File: config.mk
export PLATFORM = sky130hd
export DESIGN_NAME = settable_time_of_day_clock_flat
export DESIGN_NICKNAME = d
export VERILOG_FILES = /design/src/rtl/stdc_pkg.sv /design/src/rtl/stdc_in_if.sv /design/src/rtl/stdc_out_if.sv /design/src/rtl/stdc_in_reg.sv /design/src/rtl/stdc_core.sv /design/src/rtl/settable_time_of_day_clock.sv /design/src/flat_wrapper.sv
export SDC_FILE = /design/constraint.sdc
export NUM_CORES = 1
export LEC_CHECK = 0
export ABC_AREA = 1
export BUFFER_PORTS_ARGS = -buffer_cell sky130_fd_sc_hd__buf_4
export CORE_ASPECT_RATIO = 1.1
export CORE_MARGIN = 2
export CORE_UTILIZATION = 65
export CTS_BUF_LIST = sky130_fd_sc_hd__clkbuf_4 sky130_fd_sc_hd__clkbuf_8
export DETAILED_ROUTE_END_ITERATION = 16
export MAX_ROUTING_LAYER = met4
export PLACE_DENSITY = 0.95
export SLEW_MARGIN = 25
export SYNTH_ARGS = -nofsm -noshare
export SYNTH_HDL_FRONTEND = slang
export SYNTH_SLANG_ARGS = --single-unit
File: constraint.sdc
create_clock -name i_clk -period 5 [get_ports i_clk]
set_input_delay 0.75 -clock i_clk [delete_from_list [all_inputs] [get_ports i_clk]]
set_output_delay 0.75 -clock i_clk [all_outputs]
set_load 0.05 [all_outputs]
File: src/rtl/stdc_pkg.sv
// Shared types and constants for the settable time-of-day clock.
`timescale 1ns / 1ps

package stdc_pkg;

    localparam int HOUR_W = 16;
    localparam int MIN_W  = 16;
    localparam int SEC_W  = 6;
    localparam int KEY_W  = 4;
    localparam int VIEW_W = 2;

    localparam logic [SEC_W-1:0]  SEC_WRAP   = SEC_W'(60);
    localparam logic [MIN_W-1:0]  MIN_WRAP   = MIN_W'(60);
    localparam logic [HOUR_W-1:0] HOUR_WRAP  = HOUR_W'(24);

    localparam logic [HOUR_W-1:0] HOUR_RESET = HOUR_W'(1);
    localparam logic [MIN_W-1:0]  MIN_RESET  = MIN_W'(12);
    localparam logic [SEC_W-1:0]  SEC_RESET  = '0;

    localparam logic [KEY_W-1:0] KEY_ZERO = KEY_W'(0);
    localparam logic [KEY_W-1:0] KEY_ONE  = KEY_W'(1);
    localparam logic [KEY_W-1:0] KEY_TWO  = KEY_W'(2);
    localparam logic [KEY_W-1:0] KEY_NINE = KEY_W'(9);
    localparam logic [KEY_W-1:0] KEY_HASH = KEY_W'(11);

    typedef enum logic {
        OP_TICK = 1'b0,
        OP_KEY  = 1'b1
    } t_op;

    typedef enum logic [VIEW_W-1:0] {
        VIEW_DISPLAY = 2'd0,
        VIEW_HOURS   = 2'd1,
        VIEW_MINUTES = 2'd2
    } t_view;

    typedef struct packed {
        t_op              op;
        logic [KEY_W-1:0] key_code;
    } t_item;

endpackage

File: src/rtl/stdc_in_if.sv
// Input channel: tick or key beats.
`timescale 1ns / 1ps

interface stdc_in_if import stdc_pkg::*; ();
    logic             valid;
    logic             ready;
    logic             op;
    logic [KEY_W-1:0] key_code;

    modport source (output valid, output op, output key_code, input ready);
    modport sink   (input valid, input op, input key_code, output ready);
endinterface

File: src/rtl/stdc_out_if.sv
// Output channel: time and edit status beats.
`timescale 1ns / 1ps

interface stdc_out_if import stdc_pkg::*; ();
    logic              valid;
    logic              ready;
    logic [HOUR_W-1:0] hours;
    logic [MIN_W-1:0]  minutes;
    logic [SEC_W-1:0]  seconds;
    logic [VIEW_W-1:0] view;
    logic              editing;
    logic              digit_seen;

    modport source (output valid, output hours, output minutes, output seconds,
                    output view, output editing, output digit_seen, input ready);
    modport sink   (input valid, input hours, input minutes, input seconds,
                    input view, input editing, input digit_seen, output ready);
endinterface

File: src/rtl/stdc_in_reg.sv
// Input register stage for tick and key beats.
`timescale 1ns / 1ps

module stdc_in_reg import stdc_pkg::*; (
    input  logic   i_clk,
    input  logic   i_rst_n,
    stdc_in_if.sink i_in,
    input  logic   i_adv,
    output logic   o_valid,
    output t_item  o_item
);

    logic  r_valid;
    t_item r_item;

    assign i_in.ready = !r_valid || i_adv;

    always_ff @(posedge i_clk) begin
        if (!i_rst_n) begin
            r_valid <= 1'b0;
        end else if (i_in.ready) begin
            r_valid <= i_in.valid;
        end
    end

    always_ff @(posedge i_clk) begin
        if (i_in.valid && i_in.ready) begin
            r_item.op       <= t_op'(i_in.op);
            r_item.key_code <= i_in.key_code;
        end
    end

    assign o_valid = r_valid;
    assign o_item  = r_item;

endmodule

File: src/rtl/stdc_core.sv
// Time and edit state update with the result register.
`timescale 1ns / 1ps

module stdc_core import stdc_pkg::*; (
    input  logic      i_clk,
    input  logic      i_rst_n,
    input  logic      i_valid,
    input  t_item     i_item,
    output logic      o_adv,
    stdc_out_if.source o_out
);

    logic [HOUR_W-1:0] r_hour,   n_hour;
    logic [MIN_W-1:0]  r_minute, n_minute;
    logic [SEC_W-1:0]  r_second, n_second;
    t_view             r_view,   n_view;
    logic              r_edit,   n_edit;
    logic              r_digit,  n_digit;
    logic              r_out_valid;

    logic [SEC_W-1:0]  sec_inc;
    logic [MIN_W-1:0]  min_tmp;
    logic [HOUR_W-1:0] hour_tmp;
    logic [HOUR_W-1:0] hour_ent;
    logic [MIN_W-1:0]  min_ent;
    logic [HOUR_W-1:0] digit_ext;
    logic              is_digit;

    assign o_adv = i_valid && (!r_out_valid || o_out.ready);

    assign digit_ext = HOUR_W'(i_item.key_code);
    assign is_digit  = i_item.key_code inside {[KEY_ZERO:KEY_NINE]};
    assign hour_ent  = r_digit ? (r_hour << 3) + (r_hour << 1) + digit_ext : digit_ext;
    assign min_ent   = r_digit ? (r_minute << 3) + (r_minute << 1) + MIN_W'(i_item.key_code)
                               : MIN_W'(i_item.key_code);

    always_comb begin
        n_hour   = r_hour;
        n_minute = r_minute;
        n_second = r_second;
        n_view   = r_view;
        n_edit   = r_edit;
        n_digit  = r_digit;
        sec_inc  = r_second + SEC_W'(1);
        min_tmp  = r_minute;
        hour_tmp = r_hour;
        if (i_item.op == OP_TICK) begin
            if (sec_inc >= SEC_WRAP) begin
                n_second = '0;
                min_tmp  = r_minute + MIN_W'(1);
            end else begin
                n_second = sec_inc;
            end
            if (min_tmp >= MIN_WRAP) begin
                n_minute = '0;
                hour_tmp = r_hour + HOUR_W'(1);
            end else begin
                n_minute = min_tmp;
            end
            if (hour_tmp >= HOUR_WRAP) begin
                n_hour = '0;
            end else begin
                n_hour = hour_tmp;
            end
        end else if (r_edit) begin
            if (is_digit) begin
                case (r_view)
                    VIEW_HOURS:   n_hour   = hour_ent;
                    VIEW_MINUTES: n_minute = min_ent;
                    default:      ;
                endcase
                n_digit = 1'b1;
            end else if (i_item.key_code == KEY_HASH) begin
                n_digit = 1'b0;
                n_edit  = 1'b0;
                n_view  = VIEW_DISPLAY;
            end
        end else begin
            case (i_item.key_code)
                KEY_ONE: begin
                    n_edit = 1'b1;
                    n_view = VIEW_HOURS;
                end
                KEY_TWO: begin
                    n_edit = 1'b1;
                    n_view = VIEW_MINUTES;
                end
                KEY_HASH: begin
                    n_view = VIEW_DISPLAY;
                end
                default: ;
            endcase
        end
    end

    always_ff @(posedge i_clk) begin
        if (!i_rst_n) begin
            r_hour      <= HOUR_RESET;
            r_minute    <= MIN_RESET;
            r_second    <= SEC_RESET;
            r_view      <= VIEW_DISPLAY;
            r_edit      <= 1'b0;
            r_digit     <= 1'b0;
            r_out_valid <= 1'b0;
        end else begin
            if (o_adv) begin
                r_hour   <= n_hour;
                r_minute <= n_minute;
                r_second <= n_second;
                r_view   <= n_view;
                r_edit   <= n_edit;
                r_digit  <= n_digit;
            end
            if (o_adv) begin
                r_out_valid <= 1'b1;
            end else if (o_out.ready) begin
                r_out_valid <= 1'b0;
            end
        end
    end

    always_ff @(posedge i_clk) begin
        if (o_adv) begin
            o_out.hours      <= n_hour;
            o_out.minutes    <= n_minute;
            o_out.seconds    <= n_second;
            o_out.view       <= VIEW_W'(n_view);
            o_out.editing    <= n_edit;
            o_out.digit_seen <= n_digit;
        end
    end

    assign o_out.valid = r_out_valid;

    a_sec_range: assert property (@(posedge i_clk) disable iff (!i_rst_n)
        r_second < SEC_WRAP)
        else $error("seconds out of range");

    a_edit_view: assert property (@(posedge i_clk) disable iff (!i_rst_n)
        r_edit |-> (r_view != VIEW_DISPLAY))
        else $error("editing with display view");

    a_digit_edit: assert property (@(posedge i_clk) disable iff (!i_rst_n)
        !r_edit |-> !r_digit)
        else $error("digit flag set outside editing");

    a_tick_step: assert property (@(posedge i_clk) disable iff (!i_rst_n)
        (o_adv && i_item.op == OP_TICK && r_second != SEC_W'(59))
        |=> (r_second == $past(r_second) + SEC_W'(1)))
        else $error("tick did not advance seconds");

    a_out_state: assert property (@(posedge i_clk) disable iff (!i_rst_n)
        r_out_valid |-> (o_out.seconds == r_second && o_out.editing == r_edit))
        else $error("result beat disagrees with state");

endmodule

File: src/rtl/settable_time_of_day_clock.sv
// Top level of the settable time-of-day clock.
//
//   port     dir   beat contents
//   i_in     in    op (tick or key), key_code
//   o_out    out   hours, minutes, seconds, view, editing, digit_seen
//
// One beat in, one beat out; a beat passes through the input register and then the result register.
// A new beat is taken every cycle while the result side keeps up.
// The input register and the result register decouple the two sides.
// Synchronous reset: time 01:12:00, display view, no edit in progress.
// A stalled result holds the state update stage; the input register holds one more beat.
`timescale 1ns / 1ps

module settable_time_of_day_clock import stdc_pkg::*; (
    input  logic       i_clk,
    input  logic       i_rst_n,
    stdc_in_if.sink    i_in,
    stdc_out_if.source o_out
);

    logic  in_valid;
    t_item in_item;
    logic  adv;

    stdc_in_reg u_in_reg (
        .i_clk   (i_clk),
        .i_rst_n (i_rst_n),
        .i_in    (i_in),
        .i_adv   (adv),
        .o_valid (in_valid),
        .o_item  (in_item)
    );

    stdc_core u_core (
        .i_clk   (i_clk),
        .i_rst_n (i_rst_n),
        .i_valid (in_valid),
        .i_item  (in_item),
        .o_adv   (adv),
        .o_out   (o_out)
    );

endmodule
File: src/flat_wrapper.sv
// flat-port wrapper written by rule: the top's interface ports become plain ports
module settable_time_of_day_clock_flat import stdc_pkg::*;
  (i_clk, i_rst_n, i_in_valid, i_in_op, i_in_key_code, i_in_ready, o_out_valid, o_out_hours, o_out_minutes, o_out_seconds, o_out_view, o_out_editing, o_out_digit_seen, o_out_ready);
  stdc_in_if i_in_i ();
  stdc_out_if o_out_i ();
  input  logic i_clk;
  input  logic i_rst_n;
  input wire logic [$bits(i_in_i.valid)-1:0] i_in_valid;
  input wire logic [$bits(i_in_i.op)-1:0] i_in_op;
  input wire logic [$bits(i_in_i.key_code)-1:0] i_in_key_code;
  output wire logic [$bits(i_in_i.ready)-1:0] i_in_ready;
  output wire logic [$bits(o_out_i.valid)-1:0] o_out_valid;
  output wire logic [$bits(o_out_i.hours)-1:0] o_out_hours;
  output wire logic [$bits(o_out_i.minutes)-1:0] o_out_minutes;
  output wire logic [$bits(o_out_i.seconds)-1:0] o_out_seconds;
  output wire logic [$bits(o_out_i.view)-1:0] o_out_view;
  output wire logic [$bits(o_out_i.editing)-1:0] o_out_editing;
  output wire logic [$bits(o_out_i.digit_seen)-1:0] o_out_digit_seen;
  input wire logic [$bits(o_out_i.ready)-1:0] o_out_ready;
  assign i_in_i.valid = i_in_valid;
  assign i_in_i.op = i_in_op;
  assign i_in_i.key_code = i_in_key_code;
  assign i_in_ready = i_in_i.ready;
  assign o_out_valid = o_out_i.valid;
  assign o_out_hours = o_out_i.hours;
  assign o_out_minutes = o_out_i.minutes;
  assign o_out_seconds = o_out_i.seconds;
  assign o_out_view = o_out_i.view;
  assign o_out_editing = o_out_i.editing;
  assign o_out_digit_seen = o_out_i.digit_seen;
  assign o_out_i.ready = o_out_ready;
  settable_time_of_day_clock u_core (.i_clk(i_clk), .i_rst_n(i_rst_n), .i_in(i_in_i), .o_out(o_out_i));
endmodule
=== Word-level counts from Yosys, hierarchy flattened ===
Index checks and enable logic that the tools add are counted.

* Logic and storage cells: 76
* Bits of input ports: 9
* Bits in registers: 91
* Output and inout bits: 44

* Equality and inequality tests: 5
* Add/subtract/negate cells: 7
* Order comparisons: 5
* Reductions and logical operators: 9
* Muxes and demuxes: 34

{| class="wikitable"
|+ Operator list
! operator !! number
|-
| two-way mux 16 bit || 16
|-
| adder 16 x 1 -> 16 bit, second input constant || 2
|-
| adder 16 bit || 2
|-
| adder 16 x 4 -> 16 bit || 2
|-
| >= comparator 16 x 5 -> 1 bit, second input constant || 1
|-
| >= comparator 16 x 6 -> 1 bit, second input constant || 1
|-
| two-way mux 6 bit || 2
|-
| two-way mux 1 bit || 11
|-
| two-way mux 2 bit || 4
|-
| adder 6 x 1 -> 6 bit, second input constant || 1
|-
| >= comparator 6 bit, second input constant || 1
|-
| one-hot mux 2 bit (3 select lines) || 1
|-
| == test 4 x 1 -> 1 bit, second input constant || 1
|-
| == test 4 x 2 -> 1 bit, second input constant || 1
|-
| == test 4 bit, second input constant || 1
|-
| >= comparator 4 x 1 -> 1 bit, second input constant || 1
|-
| less-or-equal comparator 4 bit, second input constant || 1
|-
| logical AND 1 bit || 3
|-
| == test 2 x 1 -> 1 bit, second input constant || 1
|-
| == test 2 bit, second input constant || 1
|-
| logical NOT 1 bit || 2
|-
| logical OR 1 bit || 2
|-
| nonzero test 2 bit || 1
|-
| OR reduction 2 bit || 1
|}

=== Logic depth before layout (Yosys ltp) ===
* Depth after elaboration: 10
* Depth in mapped cells: 24
* Gate-level depth less buffers: 24

=== Cells and area by module ===
Synthesis repeated with hierarchy kept, for this count alone.

* Cell total of the unflattened synthesis: 906
* Area total of the unflattened synthesis: 6627.6 um^2

{| class="wikitable"
|+ Modules (own cells, without submodules)
! module !! seq. area each (um^2) !! area each (um^2) !! instances !! cells each
|-
| stdc_core || 2122.0 || 6426.2 || 1 || 894
|-
| stdc_in_reg || 170.2 || 201.4 || 1 || 12
|}

=== Least setup slack after synthesis ===
OpenSTA, ideal clock, no wires.

* Path kind: reg-to-reg
* Start point: register u_core.u_in_reg.r_item, in the netlist u_core.u_in_reg.o_item[3]
* End point: register u_core.u_core.o_out.minutes[13] (data pin)
* Stages on the path, launching flop included: 18
* Clock period less this slack: 2.780 ns
* Data required time: 4.749 ns
* Slack: 2.220 ns
* Buffers on the path: 0
* Arrival: 2.529 ns
* Library setup time: 0.251 ns
* Path through: edfxtp_1 -> fa_1 -> ha_1 -> nand3_1 -> nand2_1 -> nand2_1 -> nand2_1 -> a21oi_1 -> o21ai_0 -> inv_1 -> o21ai_0 -> nand3_1 -> nand2_1 -> a21oi_1 -> o21ai_0 -> o21ai_0 -> nand2_1 -> inv_1

* Word-level cells in the longest chain between the ends: 6
* Elaborated cells on any way between the ends: 9
* Those cells by class: add/sub (1); order compare (2); mux (5); reduce/logical (1)

{| class="wikitable"
|+ RTL lines
! what !! RTL line !! text
|-
| start, declared || stdc_in_reg.sv:14 || <nowiki>t_item r_item;</nowiki>
|-
| adder 16 x 4 -> 16 bit || stdc_core.sv:34 || <nowiki>assign min_ent = r_digit ? (r_minute << 3) + (r_minute << 1) + MIN_W'(i_item.key_code)</nowiki>
|-
| two-way mux 16 bit || stdc_core.sv:34 ||
|-
| two-way mux 16 bit || stdc_core.sv:67 || <nowiki>case (r_view)</nowiki>
|-
| two-way mux 16 bit (*) || stdc_core.sv:66 || <nowiki>if (is_digit) begin</nowiki>
|-
| two-way mux 16 bit (*) || stdc_core.sv:65 || <nowiki>end else if (r_edit) begin</nowiki>
|-
| two-way mux 16 bit (*) || stdc_core.sv:47 || <nowiki>if (i_item.op == OP_TICK) begin</nowiki>
|-
| net u_core.u_core.n_minute[13] || stdc_core.sv:14 || <nowiki>logic [MIN_W-1:0] r_minute, n_minute;</nowiki>
|-
| end signal, assigned || stdc_core.sv:125 || <nowiki>o_out.minutes <= n_minute;</nowiki>
|-
| end, declared || stdc_out_if.sv:14 || <nowiki>modport source (output valid, output hours, output minutes, output seconds,</nowiki>
|}

The timed path passes the listed nets; every way through them passes the cells marked *.
A chain may end at the register's enable or synchronous reset.

=== Worst setup path after layout ===
* Start point: register u_core.u_core.r_minute[2]
* End point: register u_core.u_core.o_out.minutes[14] (data pin)

* Word-level cells in the longest chain between the ends: 7
* Elaborated cells on any way between the ends: 12
* Those cells by class: add/sub (3); order compare (1); mux (8)

{| class="wikitable"
|+ RTL lines
! what !! RTL line !! text
|-
| start, declared || stdc_core.sv:14 ||
|-
| start signal, assigned || stdc_core.sv:108 || <nowiki>r_minute <= n_minute;</nowiki>
|-
| adder 16 bit || stdc_core.sv:34 ||
|-
| adder 16 x 4 -> 16 bit || stdc_core.sv:34 ||
|-
| two-way mux 16 bit || stdc_core.sv:34 ||
|-
| two-way mux 16 bit || stdc_core.sv:67 ||
|-
| two-way mux 16 bit || stdc_core.sv:66 ||
|-
| two-way mux 16 bit || stdc_core.sv:65 ||
|-
| two-way mux 16 bit (*) || stdc_core.sv:47 ||
|-
| net u_core.u_core.n_minute[14] || stdc_core.sv:14 ||
|}

The timed path passes the listed nets; every way through them passes the cells marked *. The select of a mux whose other input is x is not followed.

==> impl_metrics.ini <==
[timing]
fin_crit_sh_pct = 65.8
hold_viol = 0
max_clock_freq_ghz = 0.304
relSlewSlack_pct = 44.1
period_minus_slack_ns = 3.29
fin_skew_ns = 0.0158
worst_pin_slew_ns = 0.838
setup_viol = 0
fin_tns_setup_ns = 0
rsz0062_at_grt = false
drv_slew = 0

[yosys]
yosysWarnings = 0
syn_inst = 892
synth_edf_count = 47
syn-cell-area_um2 = 6570
synthMuxAreaShare_pct = 0
synth-seq-area-share_pct = 34.9
ys_ff_latch = 91
avgSynthCellArea_um2 = 7.36
syn-num-nets = 960
synth_compound_area_share_pct = 17.2
synth-main-ff-cell = edfxtp_1
synth_xor_area_share_pct = 3.47
synth-async-reset-ratio_pct = 0
synth_top_family_by_area = simple AND/OR/NAND/NOR gates
synthAdderAreaFrac_pct = 11.7
synth-simple-area-share_pct = 24.5
yosysUniqueCellTypes = 40

[die]
die_width_um = 99.8
rows = 38
core_um2 = 9840
start_util_pct = 66.7
die_h_um = 109
dieArea_um2 = 10900
ios = 53

[detailed_routing]
num_vias = 6318
drc = 0
viasPerCell = 5.97
wl_mm = 16.1
wl_per_cell_um = 15.3
antenna_left = 0
drtPass1Iterations = 7
drt_iter0_drc = 746

[cells_and_area]
multiInputGateArea_um2 = 3740
regArea_um2 = 2290
syn2layout_area_growth_pct = 9.58
nets = 1001
drive_gt1_share_pct = 10.1
num_antenna_cells = 0
nFillCells = 750
design_area_um2 = 7200

[global_route]
grt_overflow = 0
grt_pass1_wl_mm = 26.4
grtUsageTotal_pct = 31.1
grt_pass1_vias = 5685
grt_max_degree = 61
antenna_found_initial = 0

[cts]
clk_path_buf_depth = 2
h-tree-depth = 3
cts_buffers = 9
cts_tree = built
hold_buffers = 0
clk_latency_ns = 0.37
cts.repair.resized = 0
cts_setup_buffers = 0
root_buffer = clkbuf_8
clock_sinks = 91
clk_pin_slew_ns = 0.09

[run]
maxCapViolations = 0

[critical_path]
critPathCapture = u_core.u_core.o_out.minutes[14]
reg2reg_slack_ns = 1.71
worst-path-stages = 12
reg2reg_from = u_core.u_core.r_minute[2]
slowest_stage = fa_1
r2r-end = u_core.u_core.o_out.minutes[14]
crit_type = reg2reg
worstSetupEndpointType = flip-flop
critPathBufInv = 2
crit_path_start_kind = flip-flop
cp_common_cell = o21ai_0
cpPeakStageDelay_ns = 0.53
worstPathMaxFanout = 7
required_ns = 5.13
cp.arrival_ns = 3.42
r2r_cells = 12
critPathTopFamily = compound AO/OA/AOI/OAI gates
critPathLaunch = u_core.u_core.r_minute[2]
cp_cell_sequence = fa_1, fa_1, a31oi_1, inv_1, a21oi_1, o21ai_0, a21oi_1, o21bai_1, o21ai_0, o21ai_0, nand2_1, inv_1

[placement]
io_buffer_count = 52
hpwl_mm = 11.3
gp_congestion = 0.979
place_area_um2 = 7010

[pwr]
power_density_nw_per_um2 = 259
ir_worst_vdd_uv = 157
cellLeakagePower_uw = 0.00341

[min_path]
hold_path_class = reg2reg
min_from = u_core.u_core.o_out.valid

[outcome]
outcome = finished, final reports clean
## sequential cells by signal (all words and copies together) (netlist names), 2 cells and up
| name | count |
|---|---|
| u_core.u_core.o_out.minutes | 16 |
| u_core.u_core.o_out.seconds | 6 |
| u_core.u_core.r_second | 6 |
| u_core.u_in_reg.o_item | 5 |
| u_core.u_core.r_view | 2 |
| u_core.u_core.r_minute | 16 |
| u_core.u_core.o_out.view | 2 |
| u_core.u_core.o_out.hours | 16 |
| u_core.u_core.r_hour | 16 |
## cells by family (layout without fill, tap and decap cells)
group | Yosys count | count (layout)
buffers and inverters | 135 | 181
DFF | 91 | 91
and+or+nand+nor | 374 | 374
adders and majority gates | 59 | 59
AOI/OAI and AO/OA | 207 | 207
xor gates and xnor gates | 26 | 26
## stage by stage
| stage | hold slack, ns | util [%] | instances | total power (uW) | worst slack, ns |
|---|---|---|---|---|---|
| 2_1_floorplan | 0.475 | - | 892 | 1270 | 2.22 |
| 3_3_place_gp | 0.498 | 71.2 | 1042 | 1370 | 1.81 |
| 3_5_place_dp | 0.517 | 71.2 | 1042 | 1390 | 1.78 |
| 4_1_cts | 0.539 | 73.1 | 1058 | 1850 | 1.77 |
| 5_1_grt | 0.540 | 73.1 | 1058 | 1950 | 1.37 |
| 6_report | 0.540 | 73.1 | 1058 | 1860 | 1.71 |
## synth_stat cells (4+ instances only)
library cell    n  area (um^2)
a21oi_1        96          480
nor2_1         76          285
clkbuf_1       19         71.3
nor4_1          6         37.5
fa_1            4         80.1
o22ai_1         7         43.8
inv_1         104          390
nand2_1       204          766
xor2_1         22          193
a211oi_1       13         97.6
nand4_1        12         75.1
nor3_1          8         40.0
o21ai_1         5         25.0
or2_2           4         25.0
dfxtp_1        44          881
o21ai_0        70          350
xnor2_1         4         35.0
ha_1           55          688
edfxtp_1       47         1410
nand3_1        47          235
## area by class of cell
cell class | instances | share of cell area, %
inverter | 109 | 5.70
multi-input combinational | 666 | 52.0
clock inverter | 4 | 0.348
clock buffer | 12 | 2.21
tap | 120 | 2.09
sequential | 91 | 31.9
timing repair buffer | 56 | 5.84
## metal layers
layer  global-route usage, %  wire length [um]
met1                    40.8              6830
met2                    49.6              7360
met3                    4.39              1510
met4                    11.7               442
met5                       -                 0
## power breakdown
group	internal (uW)	switching, uW
combinational	160	331
clock	212	269
sequential	835	58.4
total	1210	658
## cells in the final DEF, fill, tap and decap left out, types with 2 or more instances in the layout
cell type | Yosys | routed
nand2_1 | 204 | 203
inv_1 | 104 | 103
a21oi_1 | 96 | 96
nor2_1 | 76 | 76
o21ai_0 | 70 | 70
buf_4 | 2 | 56
ha_1 | 55 | 55
nand3_1 | 47 | 47
edfxtp_1 | 47 | 47
dfxtp_1 | 44 | 44
xor2_1 | 22 | 22
a211oi_1 | 13 | 13
nand4_1 | 12 | 12
clkbuf_8 | 0 | 11
nor3_1 | 8 | 8
o22ai_1 | 7 | 7
nor4_1 | 6 | 6
o21ai_1 | 5 | 5
nand2_2 | 3 | 4
xnor2_1 | 4 | 4
or2_2 | 4 | 4
fa_1 | 4 | 4
clkinv_1 | 3 | 3
clkinv_2 | 0 | 3
o21bai_1 | 3 | 3
nand3_2 | 3 | 3
nor2_4 | 3 | 3
o31ai_1 | 3 | 3
nor2_2 | 3 | 3
a221oi_1 | 3 | 3
nand3b_1 | 3 | 3
a21o_1 | 2 | 2
a31oi_1 | 2 | 2
inv_2 | 2 | 2
nand2_4 | 2 | 2
clkinvlp_4 | 0 | 2
## tightest hold or removal path: stages (launching register included)
cell and delay, ns:
dfxtp_1 0.34, nand2_1 0.10, a21oi_1 0.07
## how the worst min path moves through the flow
| stage | depth (start not counted) | to |
|---|---|---|
| final | 2 | u_core.u_core.o_out.valid |
| after detailed placement | 2 | u_core.u_core.r_minute[15] |
| after global routing | 1 | u_core.u_in_reg.o_item[4] |
| after global placement | 2 | u_core.u_core.r_minute[15] |
| after floorplan | 2 | u_core.u_core.r_minute[15] |
| after CTS | 2 | u_core.u_core.r_minute[15] |
No activity file was read; power rests on OpenSTA's default activity.
